**config.mk**
```make
export PLATFORM = sky130hd
export DESIGN_NAME = pose_keypoint_mean_distance_flat
export DESIGN_NICKNAME = d
export VERILOG_FILES = /design/src/rtl/core/pkm_pkg.sv /design/src/rtl/core/pkm_keypoint_if.sv /design/src/rtl/core/pkm_result_if.sv /design/src/rtl/core/pkm_div.sv /design/src/rtl/core/pkm_sqrt.sv /design/src/rtl/core/pose_keypoint_mean_distance.sv /design/src/flat_wrapper.sv
export SDC_FILE = /design/constraint.sdc
export NUM_CORES = 2
export LEC_CHECK = 0
export BUFFER_PORTS_ARGS = -buffer_cell sky130_fd_sc_hd__buf_2
export CAP_MARGIN = 20
export CORE_MARGIN = 4
export CORE_UTILIZATION = 35
export CTS_BUF_LIST = sky130_fd_sc_hd__clkbuf_4 sky130_fd_sc_hd__clkbuf_8
export DETAILED_ROUTE_END_ITERATION = 8
export HOLD_SLACK_MARGIN = 0.1
export SYNTH_ARGS = -nofsm -noshare
export SYNTH_HDL_FRONTEND = slang
export SYNTH_SLANG_ARGS = --single-unit
```
**constraint.sdc**
```tcl
create_clock -name clk -period 8.55 [get_ports clk]
set_input_delay 1.2825 -clock clk [delete_from_list [all_inputs] [get_ports clk]]
set_output_delay 1.2825 -clock clk [all_outputs]
set_load 0.1 [all_outputs]
```
**src/rtl/core/pkm_pkg.sv**
```systemverilog
// ----------------------------------------------------------------------------
// Keypoint mean distance package
// Shared types, field widths and fixed constants of the keypoint distance block.
// ----------------------------------------------------------------------------
package pkm_pkg;

	localparam int COORD_W   = 16;
	localparam int SIZE_W    = 12;
	localparam int NORM_W    = 17;
	localparam int SQ_W      = 2 * NORM_W;
	localparam int SUM_W     = 21;
	localparam int MEAN_W    = 17;
	localparam int CFG_IDX_W = 1;

	localparam int DIV_STEPS  = NORM_W;
	localparam int ROOT_STEPS = 18;
	localparam int STEP_CNT_W = 5;

	localparam logic [NORM_W-1:0] ONE_Q16  = 17'd65536;
	localparam logic [SUM_W-1:0]  SUM_MAX  = 21'd2097151;
	localparam logic [MEAN_W-1:0] MEAN_MAX = 17'd92682;

	localparam logic [SIZE_W-1:0] FRAME_WIDTH_RST  = 12'd1920;
	localparam logic [SIZE_W-1:0] FRAME_HEIGHT_RST = 12'd1080;

	localparam logic [CFG_IDX_W-1:0] REG_FRAME_WIDTH  = 1'b0;
	localparam logic [CFG_IDX_W-1:0] REG_FRAME_HEIGHT = 1'b1;

	typedef enum logic [2:0] {
		ST_IDLE,
		ST_DIV,
		ST_SQUARE,
		ST_ROOT,
		ST_MLOAD,
		ST_MEAN,
		ST_OUT
	} state_t;

endpackage

```
**src/rtl/core/pkm_keypoint_if.sv**
```systemverilog
// ----------------------------------------------------------------------------
// Keypoint channel
// Valid/ready channel carrying one detected and one reference keypoint.
// ----------------------------------------------------------------------------
interface pkm_keypoint_if;

	logic                        valid;
	logic                        ready;
	logic [pkm_pkg::COORD_W-1:0] det_x;
	logic [pkm_pkg::COORD_W-1:0] det_y;
	logic [pkm_pkg::COORD_W-1:0] ref_x;
	logic [pkm_pkg::COORD_W-1:0] ref_y;
	logic                        last_point;

	modport source (output valid, det_x, det_y, ref_x, ref_y, last_point, input ready);
	modport sink (input valid, det_x, det_y, ref_x, ref_y, last_point, output ready);

endinterface

```
**src/rtl/core/pkm_result_if.sv**
```systemverilog
// ----------------------------------------------------------------------------
// Result channel
// Valid/ready channel carrying the mean keypoint distance of one pose pair.
// ----------------------------------------------------------------------------
interface pkm_result_if;

	logic                       valid;
	logic                       ready;
	logic [pkm_pkg::MEAN_W-1:0] mean_distance;

	modport source (output valid, mean_distance, input ready);
	modport sink (input valid, mean_distance, output ready);

endinterface

```
**src/rtl/core/pkm_div.sv**
```systemverilog
// ----------------------------------------------------------------------------
// Axis normaliser
// Bit-serial restoring division of a Q12.4 difference by a frame size, giving a
// Q1.16 value that saturates at one.
// ----------------------------------------------------------------------------
module pkm_div (
	input  logic                        clk,
	input  logic                        arst_n,
	input  logic                        start,
	input  logic [pkm_pkg::COORD_W-1:0] diff,
	input  logic [pkm_pkg::SIZE_W-1:0]  size,
	output logic [pkm_pkg::NORM_W-1:0]  quot,
	output logic                        done
);

	logic [pkm_pkg::STEP_CNT_W-1:0] cnt_q;
	logic                           done_q;
	logic [pkm_pkg::SIZE_W-1:0]     rem_q;
	logic [pkm_pkg::NORM_W-1:0]     bits_q;
	logic [pkm_pkg::NORM_W-1:0]     quo_q;
	logic                           zero_q;
	logic                           sat_q;
	logic [pkm_pkg::SIZE_W:0]       trial;
	logic                           ge;

	assign trial = {rem_q, bits_q[pkm_pkg::NORM_W-1]};
	assign ge    = trial >= {1'b0, size};

	always_ff @(posedge clk or negedge arst_n) begin
		if (!arst_n) begin
			cnt_q  <= '0;
			done_q <= 1'b0;
		end else begin
			done_q <= 1'b0;
			if (start) begin
				cnt_q <= pkm_pkg::STEP_CNT_W'(pkm_pkg::DIV_STEPS);
			end else if (cnt_q != '0) begin
				cnt_q <= cnt_q - 1'b1;
				if (cnt_q == pkm_pkg::STEP_CNT_W'(1)) begin
					done_q <= 1'b1;
				end
			end
		end
	end

	always_ff @(posedge clk) begin
		if (start) begin
			rem_q  <= {1'b0, diff[pkm_pkg::COORD_W-1:5]};
			bits_q <= {diff[4:0], 12'd0};
			quo_q  <= '0;
			zero_q <= diff == '0;
			sat_q  <= {1'b0, diff[pkm_pkg::COORD_W-1:5]} >= size;
		end else if (cnt_q != '0) begin
			rem_q  <= ge ? pkm_pkg::SIZE_W'(trial - {1'b0, size}) : trial[pkm_pkg::SIZE_W-1:0];
			bits_q <= {bits_q[pkm_pkg::NORM_W-2:0], 1'b0};
			quo_q  <= {quo_q[pkm_pkg::NORM_W-2:0], ge};
		end
	end

	always_comb begin
		priority if (zero_q) begin
			quot = '0;
		end else if (sat_q || quo_q > pkm_pkg::ONE_Q16) begin
			quot = pkm_pkg::ONE_Q16;
		end else begin
			quot = quo_q;
		end
	end

	assign done = done_q;

endmodule

```
**src/rtl/core/pkm_sqrt.sv**
```systemverilog
// ----------------------------------------------------------------------------
// Rounded square root
// Digit-by-digit square root, two radicand bits per cycle, rounded to nearest.
// ----------------------------------------------------------------------------
module pkm_sqrt (
	input  logic                       clk,
	input  logic                       arst_n,
	input  logic                       start,
	input  logic [pkm_pkg::SQ_W-1:0]   val,
	output logic [pkm_pkg::NORM_W-1:0] root,
	output logic                       done
);

	localparam int VW = 2 * pkm_pkg::ROOT_STEPS;
	localparam int RW = pkm_pkg::NORM_W + 1;

	logic [pkm_pkg::STEP_CNT_W-1:0] cnt_q;
	logic                           done_q;
	logic [VW-1:0]                  v_q;
	logic [RW-1:0]                  rem_q;
	logic [pkm_pkg::NORM_W-1:0]     root_q;
	logic [RW+1:0]                  bring;
	logic [RW+1:0]                  trial;
	logic                           ge;

	assign bring = {rem_q, v_q[VW-1:VW-2]};
	assign trial = {1'b0, root_q, 2'b01};
	assign ge    = bring >= trial;

	always_ff @(posedge clk or negedge arst_n) begin
		if (!arst_n) begin
			cnt_q  <= '0;
			done_q <= 1'b0;
		end else begin
			done_q <= 1'b0;
			if (start) begin
				cnt_q <= pkm_pkg::STEP_CNT_W'(pkm_pkg::ROOT_STEPS);
			end else if (cnt_q != '0) begin
				cnt_q <= cnt_q - 1'b1;
				if (cnt_q == pkm_pkg::STEP_CNT_W'(1)) begin
					done_q <= 1'b1;
				end
			end
		end
	end

	always_ff @(posedge clk) begin
		if (start) begin
			v_q    <= VW'(val);
			rem_q  <= '0;
			root_q <= '0;
		end else if (cnt_q != '0) begin
			v_q    <= {v_q[VW-3:0], 2'b00};
			rem_q  <= ge ? RW'(bring - trial) : RW'(bring);
			root_q <= {root_q[pkm_pkg::NORM_W-2:0], ge};
		end
	end

	// Round up when the remainder exceeds the truncated root.
	assign root = root_q + pkm_pkg::NORM_W'(rem_q > {1'b0, root_q});
	assign done = done_q;

endmodule

```
**src/rtl/core/pose_keypoint_mean_distance.sv**
```systemverilog
// ----------------------------------------------------------------------------
// Pose keypoint mean distance
// Accumulates normalised keypoint distances and emits their mean per pose pair.
// ----------------------------------------------------------------------------
// A kept keypoint runs, after its transfer, through the bit-serial axis dividers, the squares,
// the load of the root unit, the root and the accumulation before the next one is accepted.
// A skipped keypoint is taken without these steps.
// A last keypoint adds the bit-serial division by the keypoint count
// and the output register load.
// Reset clears the accumulator and the control state and sets the frame size.
module pose_keypoint_mean_distance #(
	parameter int KEYPOINT_COUNT = 18
) (
	input  logic                             clk,
	input  logic                             arst_n,
	pkm_keypoint_if.sink                     keypoint,
	pkm_result_if.source                     result,
	input  logic                             cfg_we,
	input  logic [pkm_pkg::CFG_IDX_W-1:0]    cfg_index,
	input  logic [pkm_pkg::SIZE_W-1:0]       cfg_data
);

	localparam int NW  = pkm_pkg::SUM_W + 1;
	localparam int RW  = $clog2(KEYPOINT_COUNT + 1);
	localparam int MCW = $clog2(NW + 1);
	localparam logic [NW-1:0] HalfK   = NW'(KEYPOINT_COUNT / 2);
	localparam logic [RW:0]   Divisor = (RW + 1)'(KEYPOINT_COUNT);

	pkm_pkg::state_t state_q, state_nx;

	logic [pkm_pkg::SIZE_W-1:0]  width_q;
	logic [pkm_pkg::SIZE_W-1:0]  height_q;
	logic                        last_q;
	logic [pkm_pkg::SUM_W-1:0]   sum_q;
	logic [pkm_pkg::SQ_W-1:0]    sqx_s1;
	logic [pkm_pkg::SQ_W-1:0]    sqy_s1;
	logic [NW-1:0]               mnum_q;
	logic [RW-1:0]               mrem_q;
	logic [MCW-1:0]              mcnt_q;
	logic                        res_valid_q;
	logic [pkm_pkg::MEAN_W-1:0]  res_data_q;

	logic                        accept;
	logic                        kept;
	logic [pkm_pkg::COORD_W-1:0] diff_x;
	logic [pkm_pkg::COORD_W-1:0] diff_y;
	logic [pkm_pkg::NORM_W-1:0]  norm_x;
	logic [pkm_pkg::NORM_W-1:0]  norm_y;
	logic                        div_x_done;
	logic                        div_y_done;
	logic [pkm_pkg::NORM_W-1:0]  root;
	logic                        root_done;
	logic [pkm_pkg::SUM_W:0]     sum_add;
	logic [RW:0]                 mtrial;
	logic                        mge;
	logic [pkm_pkg::MEAN_W-1:0]  mean_sat;

	logic                        in_ready;
	logic                        div_start;
	logic                        sqrt_start;
	logic                        acc_en;
	logic                        mload_en;
	logic                        mstep_en;
	logic                        out_load;

	assign accept = keypoint.valid && in_ready;
	assign kept   = keypoint.det_x != '0 && keypoint.det_y != '0 &&
		keypoint.ref_x != '0 && keypoint.ref_y != '0;
	assign diff_x = (keypoint.det_x > keypoint.ref_x) ? keypoint.det_x - keypoint.ref_x
		: keypoint.ref_x - keypoint.det_x;
	assign diff_y = (keypoint.det_y > keypoint.ref_y) ? keypoint.det_y - keypoint.ref_y
		: keypoint.ref_y - keypoint.det_y;

	pkm_div u_div_x (
		.clk    (clk),
		.arst_n (arst_n),
		.start  (div_start),
		.diff   (diff_x),
		.size   (width_q),
		.quot   (norm_x),
		.done   (div_x_done)
	);

	pkm_div u_div_y (
		.clk    (clk),
		.arst_n (arst_n),
		.start  (div_start),
		.diff   (diff_y),
		.size   (height_q),
		.quot   (norm_y),
		.done   (div_y_done)
	);

	pkm_sqrt u_sqrt (
		.clk    (clk),
		.arst_n (arst_n),
		.start  (sqrt_start),
		.val    (sqx_s1 + sqy_s1),
		.root   (root),
		.done   (root_done)
	);

	always_comb begin
		state_nx = state_q;
		unique case (state_q)
			pkm_pkg::ST_IDLE: begin
				if (keypoint.valid) begin
					if (kept) begin
						state_nx = pkm_pkg::ST_DIV;
					end else if (keypoint.last_point) begin
						state_nx = pkm_pkg::ST_MLOAD;
					end
				end
			end
			pkm_pkg::ST_DIV: begin
				if (div_x_done) begin
					state_nx = pkm_pkg::ST_SQUARE;
				end
			end
			pkm_pkg::ST_SQUARE: state_nx = pkm_pkg::ST_ROOT;
			pkm_pkg::ST_ROOT: begin
				if (root_done) begin
					state_nx = last_q ? pkm_pkg::ST_MLOAD : pkm_pkg::ST_IDLE;
				end
			end
			pkm_pkg::ST_MLOAD: state_nx = pkm_pkg::ST_MEAN;
			pkm_pkg::ST_MEAN: begin
				if (mcnt_q == MCW'(1)) begin
					state_nx = pkm_pkg::ST_OUT;
				end
			end
			pkm_pkg::ST_OUT: begin
				if (!res_valid_q || result.ready) begin
					state_nx = pkm_pkg::ST_IDLE;
				end
			end
			default: state_nx = pkm_pkg::ST_IDLE;
		endcase
	end

	always_comb begin
		in_ready   = state_q == pkm_pkg::ST_IDLE;
		div_start  = in_ready && keypoint.valid && kept;
		sqrt_start = state_q == pkm_pkg::ST_SQUARE;
		acc_en     = state_q == pkm_pkg::ST_ROOT && root_done;
		mload_en   = state_q == pkm_pkg::ST_MLOAD;
		mstep_en   = state_q == pkm_pkg::ST_MEAN;
		out_load   = state_q == pkm_pkg::ST_OUT && (!res_valid_q || result.ready);
	end

	assign sum_add  = {1'b0, sum_q} + (pkm_pkg::SUM_W + 1)'(root);
	assign mtrial   = {mrem_q, mnum_q[NW-1]};
	assign mge      = mtrial >= Divisor;
	assign mean_sat = (mnum_q > NW'(pkm_pkg::MEAN_MAX)) ? pkm_pkg::MEAN_MAX
		: mnum_q[pkm_pkg::MEAN_W-1:0];

	always_ff @(posedge clk or negedge arst_n) begin
		if (!arst_n) begin
			state_q     <= pkm_pkg::ST_IDLE;
			width_q     <= pkm_pkg::FRAME_WIDTH_RST;
			height_q    <= pkm_pkg::FRAME_HEIGHT_RST;
			last_q      <= 1'b0;
			sum_q       <= '0;
			mcnt_q      <= '0;
			res_valid_q <= 1'b0;
		end else begin
			state_q <= state_nx;
			if (cfg_we) begin
				unique case (cfg_index)
					pkm_pkg::REG_FRAME_WIDTH:  width_q  <= cfg_data;
					pkm_pkg::REG_FRAME_HEIGHT: height_q <= cfg_data;
					default: ;
				endcase
			end
			if (accept) begin
				last_q <= keypoint.last_point;
			end
			if (acc_en) begin
				sum_q <= sum_add[pkm_pkg::SUM_W] ? pkm_pkg::SUM_MAX : sum_add[pkm_pkg::SUM_W-1:0];
			end else if (mload_en) begin
				sum_q <= '0;
			end
			if (mload_en) begin
				mcnt_q <= MCW'(NW);
			end else if (mstep_en) begin
				mcnt_q <= mcnt_q - 1'b1;
			end
			if (out_load) begin
				res_valid_q <= 1'b1;
			end else if (result.ready) begin
				res_valid_q <= 1'b0;
			end
		end
	end

	always_ff @(posedge clk) begin
		if (div_x_done) begin
			sqx_s1 <= pkm_pkg::SQ_W'(norm_x) * pkm_pkg::SQ_W'(norm_x);
			sqy_s1 <= pkm_pkg::SQ_W'(norm_y) * pkm_pkg::SQ_W'(norm_y);
		end
		if (mload_en) begin
			mnum_q <= {1'b0, sum_q} + HalfK;
			mrem_q <= '0;
		end else if (mstep_en) begin
			mnum_q <= {mnum_q[NW-2:0], mge};
			mrem_q <= mge ? RW'(mtrial - Divisor) : mtrial[RW-1:0];
		end
		if (out_load) begin
			res_data_q <= mean_sat;
		end
	end

	assign keypoint.ready       = in_ready;
	assign result.valid         = res_valid_q;
	assign result.mean_distance = res_data_q;

	// Both axis dividers are started together and must finish together.
	a_div_lockstep: assert property (@(posedge clk) disable iff (!arst_n)
		div_x_done == div_y_done)
		else $error("axis dividers out of step");

	a_root_in_state: assert property (@(posedge clk) disable iff (!arst_n)
		root_done |-> state_q == pkm_pkg::ST_ROOT)
		else $error("root finished outside the root state");

	a_mean_range: assert property (@(posedge clk) disable iff (!arst_n)
		res_valid_q |-> res_data_q <= pkm_pkg::MEAN_MAX)
		else $error("mean above saturation limit");

	a_out_wait: assert property (@(posedge clk) disable iff (!arst_n)
		state_q == pkm_pkg::ST_OUT && res_valid_q && !result.ready
		|=> state_q == pkm_pkg::ST_OUT && res_valid_q)
		else $error("pending result overwritten");

endmodule
```
**src/flat_wrapper.sv**
```systemverilog
// flat-port wrapper written by rule: the top's interface ports become plain ports
module pose_keypoint_mean_distance_flat 
#(
	parameter int KEYPOINT_COUNT = 18
)
  (clk, arst_n, cfg_we, cfg_index, cfg_data, keypoint_valid, keypoint_det_x, keypoint_det_y, keypoint_ref_x, keypoint_ref_y, keypoint_last_point, keypoint_ready, result_valid, result_mean_distance, result_ready);
  pkm_keypoint_if keypoint_i ();
  pkm_result_if result_i ();
  input  logic clk;
  input  logic arst_n;
  input  logic cfg_we;
  input  logic [pkm_pkg::CFG_IDX_W-1:0] cfg_index;
  input  logic [pkm_pkg::SIZE_W-1:0] cfg_data;
  input wire logic [$bits(keypoint_i.valid)-1:0] keypoint_valid;
  input wire logic [$bits(keypoint_i.det_x)-1:0] keypoint_det_x;
  input wire logic [$bits(keypoint_i.det_y)-1:0] keypoint_det_y;
  input wire logic [$bits(keypoint_i.ref_x)-1:0] keypoint_ref_x;
  input wire logic [$bits(keypoint_i.ref_y)-1:0] keypoint_ref_y;
  input wire logic [$bits(keypoint_i.last_point)-1:0] keypoint_last_point;
  output wire logic [$bits(keypoint_i.ready)-1:0] keypoint_ready;
  output wire logic [$bits(result_i.valid)-1:0] result_valid;
  output wire logic [$bits(result_i.mean_distance)-1:0] result_mean_distance;
  input wire logic [$bits(result_i.ready)-1:0] result_ready;
  assign keypoint_i.valid = keypoint_valid;
  assign keypoint_i.det_x = keypoint_det_x;
  assign keypoint_i.det_y = keypoint_det_y;
  assign keypoint_i.ref_x = keypoint_ref_x;
  assign keypoint_i.ref_y = keypoint_ref_y;
  assign keypoint_i.last_point = keypoint_last_point;
  assign keypoint_ready = keypoint_i.ready;
  assign result_valid = result_i.valid;
  assign result_mean_distance = result_i.mean_distance;
  assign result_i.ready = result_ready;
  pose_keypoint_mean_distance #(.KEYPOINT_COUNT(KEYPOINT_COUNT)) u_core (.clk(clk), .arst_n(arst_n), .keypoint(keypoint_i), .result(result_i), .cfg_we(cfg_we), .cfg_index(cfg_index), .cfg_data(cfg_data));
endmodule
```
Word-level counts from Yosys, hierarchy flattened
Index checks and enable logic that the tools add are counted.

storage, ports and cells
  bits in registers = 327
  bits of input ports = 83
  output and inout bits = 19
  logic and storage cells = 159

cells by class
  $add $sub $neg = 16
  multiply operators = 2
  order comparisons = 12
  equal/unequal tests = 15
  mux-type cells = 50
  bitwise gates (word level) = 1
  reductions and logical operators = 30

operator list
  cell                     count
  $mux W17                 8
  $mul A17 B17 Y34         2
  $mux W34                 2
  $reduce_bool A16 Y1      4
  $sub A16 B16 Y16         4
  $mux W21                 3
  $mux W5                  9
  $mux W11                 4
  $mux W22                 2
  $add A34 B34 Y34         1
  $gt A17 B17 Y1 const B   2
  $gt A16 B16 Y1           2
  $logic_not A16 Y1        2
  $mux W16                 2
  $ge A13 B12 Y1           2
  $ge A11 B12 Y1           2
  $mux W12                 2
  $mux W3                  8
  $sub A12 B12 Y12         2
  $add A21 B17 Y22         1
  $add A21 B4 Y22 const B  1
  $gt A22 B17 Y1 const B   1
  $pmux W3 S7              1
  $ge A20 B19 Y1           1
  24 further kinds         58

Logic depth before layout (Yosys ltp)
  depth in word-level cells = 7
  mapped depth = 33
  mapped depth without buffers = 30

Cells and area by module
Synthesis repeated with hierarchy kept, for this count alone.

second synthesis, totals
  cells, all modules = 4104
  area, all modules = 37852.6 um^2

by module, submodules not included
  module                       times used  cells each  area an instance (um^2)  seq. area each (um^2)
  pose_keypoint_mean_distance  1           3006        27835.4                  4639.4
  pkm_div                      2           317         2801.4                   1051.0
  pkm_sqrt                     1           464         4414.2                   1911.8

Least setup slack after synthesis
No wires, ideal clock.

  path type = reg-to-reg
  start point = register u_core.u_div_x.quo_q[8] (netlist bit)
  end point = register u_core.sqx_s1[33] (netlist bit) (data pin)
  setup time = 258 ps
  arrival time = 7781 ps
  required time = 8292 ps
  setup slack = 512 ps
  cell stages (with the launch flop) = 33
  buffers on the path = 3
  period minus slack after synthesis = 8038 ps
  path through = dfxtp_1 clkbuf_1 nor4_1 nand4_1 or4_1 o21ai_0 nor2b_1 clkbuf_1 and2_1 clkbuf_1 nand2_1 inv_1 fa_1 inv_1 fa_1 inv_1 fa_1 fa_1 fa_1 inv_1 fa_1 inv_1 ha_1 a21o_1 a21o_1 a221o_1 a221oi_1 a21oi_1 a31oi_1 nand3_1 a31o_2 a21oi_1 xnor2_1

between the ends
  cells in the longest elaborated chain, start to end = 5

RTL lines
  what                    RTL line                            source
  from (decl)             pkm_div.sv:20                       logic [pkm_pkg::NORM_W-1:0] quo_q;
  from (signal assigned)  pkm_div.sv:56                       quo_q <= {quo_q[pkm_pkg::NORM_W-2:0], ge};
  $gt A17 B17 Y1          pkm_div.sv:63                       end else if (sat_q || quo_q > pkm_pkg::ONE_Q16) begin
  $logic_or A1 B1 Y1      pkm_div.sv:63
  $mux W17 *              pkm_div.sv:63
  $mux W17 *              pkm_div.sv:61                       priority if (zero_q) begin
  $mul A17 B17 Y34 *      pose_keypoint_mean_distance.sv:198  sqx_s1 <= pkm_pkg::SQ_W'(norm_x) * pkm_pkg::SQ_W'(norm_x);
  to (signal assigned)    pose_keypoint_mean_distance.sv:198
  to (decl)               pose_keypoint_mean_distance.sv:35   logic [pkm_pkg::SQ_W-1:0] sqx_s1;

Mark *: on every way between the ends. The rest lies on a longest branch, timed or not.
A chain may end at the register's enable or synchronous reset.

Worst setup path in the final report
  start point = register u_core.u_div_x.quo_q[15] (netlist bit)
  end point = register u_core.sqx_s1[33] (netlist bit) (data pin)

Same word-level chain as after synthesis.

==> metrics <==
Slew Limit Fails=0; Setup CP Type=register to register; endpoints failing hold=0; CTS Buf Count=53; Die Height=334.1 um; largest area contributor in the netlist=fa_1; Slew @ Worst Pin=a little over 1 ns; flops & latches, synth=around 330; grt ovf=0; largest net degree at the start of global routing=74; clock-pin slew on the worst setup and hold paths=0.07 ns; Final Skew=about 0.049 ns; Max Clock Freq=122.2 MHz; Final Cycle Share=0.9572; Final HPWL DP=68020 um; vias per std cell=a little under 5; total wire length=~87000 um; Yosys warning total=0; first-pass GRT wire length=144800 um; CP peak stage delay=between 0.5 and 0.6 ns; Worst path most repeated cell=fa_1; FF+latch area=around 0.0086 mm2; GRT Total Usage=0.1556; Area contributors post-synth=fa_1 (21%), edfxtp_1 (14%), ha_1 (13%); Netlist cell types=slightly above 90; PortBufs=slightly above 100; worst vdd ir=approximately 0.00017 V; CORE AREA=0.1054 mm2; Post-layout nets=just over 5k; Critical Path Start Type=register; Avg WL per Cell=between 15 and 20 um; DR pass1 iterations=5; DRT iter0 DRCs=approximately 1.3k; Fillers=between 10k and 15k; area delta synth->final=9.827%; relative slew slack=0.3114; unrepaired setup endpoints after global routing=false; # H-tree levels=2; worst slack at placement=approximately 0.076 ns; Final WS setup=about 0.37 ns; ys async rst share=0.2215; Cell Area, Synth=approximately 0.037 mm2; Post-DRT Antenna Nets=0; CTS tree=yes; top cells by count, synth=inv_1 (706), nand2_1 (445), ha_1 (395), fa_1 (390), a21oi_1 (244); Post-synth EDFFs=roughly 180; Initial Utilization=0.3532; status=completed; static leakage=between 20 and 25 nW; post-layout min period=8.184 ns; initial antenna violation count=1; Critical Path RT=roughly 9 ns; die width=334.1 um; sequential share of the synthesized area=0.2318; CTS Buffer Depth=3; Final Wtd Congestion=approximately 0.84; Power Density=292.6 mW/mm2; share of layout cells above drive strength 1=0.08199; area share of the largest cell type after synthesis=0.2097; syn avg cell area=about 9 um2; CTS Sinks=approximately 330; Cells after Synth=a little over 4k; vias in the first global route=29.05k; Slowest-stage cell, CP=fa_1; Final setup viols=0; Worst setup EP type=register; Via Count=around 28k; Synth Flop Type=edfxtp_1; clock root cell=clkbuf_8; DRC Markers=0; Site Rows=~120; Sum Neg Setup Slack=0 ns; Clk Latency, worst-skew pair=about 0.65 ns; worst-path maximum fanout=7; I/O pin cnt=just over 100; area of the multi-input gates=~0.026 mm2; max cap viols=0; Hold Crit Class=register to register; critical path arrival=about 8.6 ns; Die ar.=approximately 0.11 mm2; count leader, synth=inv_1
-- final cells by class --
cell class              count  share of cell area
diodes                      1          0.00006120
clock buffers              83             0.02549
clock inverters            17            0.005447
inverters                 707             0.06490
multi-input cells        2977              0.6247
flip-flops and latches    325              0.2111
well taps                1391             0.04257
repair buffers            172             0.02577
-- flip-flops by register name, indices dropped and copies added (netlist names), 3 cells and up --
| signal | cells |
|---|---|
| u_core.height_q | 12 |
| u_core.mcnt_q | 5 |
| u_core.mnum_q | 22 |
| u_core.mrem_q | 5 |
| u_core.result.mean_distance | 17 |
| u_core.sqx_s1 | 33 |
| u_core.sqy_s1 | 33 |
| u_core.state_q | 3 |
| u_core.sum_q | 21 |
| u_core.u_div_x.bits_q | 5 |
| u_core.u_div_x.cnt_q | 5 |
| u_core.u_div_x.quo_q | 17 |
| u_core.u_div_x.rem_q | 12 |
| u_core.u_div_y.bits_q | 5 |
| u_core.u_div_y.cnt_q | 5 |
| u_core.u_div_y.quo_q | 17 |
| u_core.u_div_y.rem_q | 12 |
| u_core.u_sqrt.cnt_q | 5 |
| u_core.u_sqrt.rem_q | 18 |
| u_core.u_sqrt.root_q | 17 |
| u_core.u_sqrt.v_q | 36 |
| u_core.width_q | 12 |
-- per-layer routing --
layer,global-route usage,share of wire
met5,0,0
met4,0.03759,0.022
met3,0.02237,0.040
met2,0.2741,0.49
met1,0.2020,0.45
-- repair_timing --
action / CTS / global route
endpoints found under the setup margin: 0 / 8
buffers inserted: 0 / 3
gates resized for setup: 0 / 8
hold buffers: 0 / 0
-- worst paths after layout --
check / start / end / slack [ns] / cells past startpoint
setup / recovery: u_core.u_div_x.quo_q[15]$_SDFFE_PP0P_ / u_core.sqx_s1[33]$_DFFE_PP_ / 0.37 / 27
hold / removal: u_core.u_sqrt.root_q[16]$_SDFFE_PP0P_ / u_core.u_sqrt.root_q[16]$_SDFFE_PP0P_ / 0.45 / 2
setup reg to reg: u_core.u_div_x.quo_q[15]$_SDFFE_PP0P_ / u_core.sqx_s1[33]$_DFFE_PP_ / 0.37 / 27
hold reg to reg: u_core.u_sqrt.root_q[16]$_SDFFE_PP0P_ / u_core.u_sqrt.root_q[16]$_SDFFE_PP0P_ / 0.45 / 2
max in group asynchronous: arst_n / u_core.u_div_x.done$_DFF_PN0_ / 6.89 / 2
min in group asynchronous: arst_n / u_core.sum_q[2]$_DFFE_PN0P_ / 0.49 / 1
-- power breakdown --
group | internal, mW | total (mW) | switching, mW
registers | 2.51 | 2.94 | 0.425
clock network | 0.930 | 1.62 | 0.688
logic | 3.04 | 7.41 | 4.37
total | 6.48 | 12.0 | 5.48
-- logic make-up after synthesis --
| kind of cell | after synthesis | share of synthesized area |
|---|---|---|
| AOI/OAI and AO/OA | 763 | 0.1290 |
| buffers and inverters | 873 | 0.08872 |
| and+or+nand+nor | 1131 | 0.1462 |
| DFF | 325 | 0.2318 |
| xor gates and xnor gates | 194 | 0.04564 |
| adders and majority gates | 785 | 0.3425 |
| other | 2 | 0.0002017 |
| muxes | 56 | 0.01600 |
-- critical path, delay by kind of cell (launching register included) --
| family | cells | cell delay, ns |
|---|---|---|
| buffers and inverters | 3 | 0.14 |
| DFF | 1 | 0.31 |
| and+or+nand+nor | 7 | 1.79 |
| adders and majority gates | 7 | 3.49 |
| AOI/OAI and AO/OA | 9 | 2.14 |
| xor gates and xnor gates | 1 | 0.08 |
-- through the flow --
| step | util | power, mW | cell area, um2 | instances | hold WS [ns] |
|---|---|---|---|---|---|
| after floorplan | - | 8.473 | 37400 | 4174 | 0.4319 |
| after global placement | 0.3753 | 10.26 | 39560 | 5568 | 0.4412 |
| after detailed placement | 0.3753 | 10.38 | 39560 | 5568 | 0.4446 |
| after CTS | 0.3873 | 12.06 | 40830 | 5668 | 0.4282 |
| after global routing | 0.3879 | 13.20 | 40890 | 5673 | 0.4473 |
| final | 0.3879 | 11.96 | 40890 | 5673 | 0.4506 |
-- layout by cell type (no fill, tap or decap), types with 64 or more instances in the layout --
| cell | instances |
|---|---|
| nor2_1 | 184 |
| a21oi_1 | 244 |
| a21o_1 | 76 |
| o21ai_0 | 185 |
| nand2_1 | 445 |
| ha_1 | 395 |
| xor2_1 | 76 |
| fa_1 | 390 |
| edfxtp_1 | 175 |
| clkbuf_8 | 67 |
| inv_1 | 706 |
| and2_1 | 64 |
| buf_2 | 100 |
| dfxtp_1 | 78 |
| buf_4 | 71 |
| and3_1 | 114 |
| nand3_1 | 72 |
| xnor2_1 | 118 |
(Power assumes the default switching activity.)
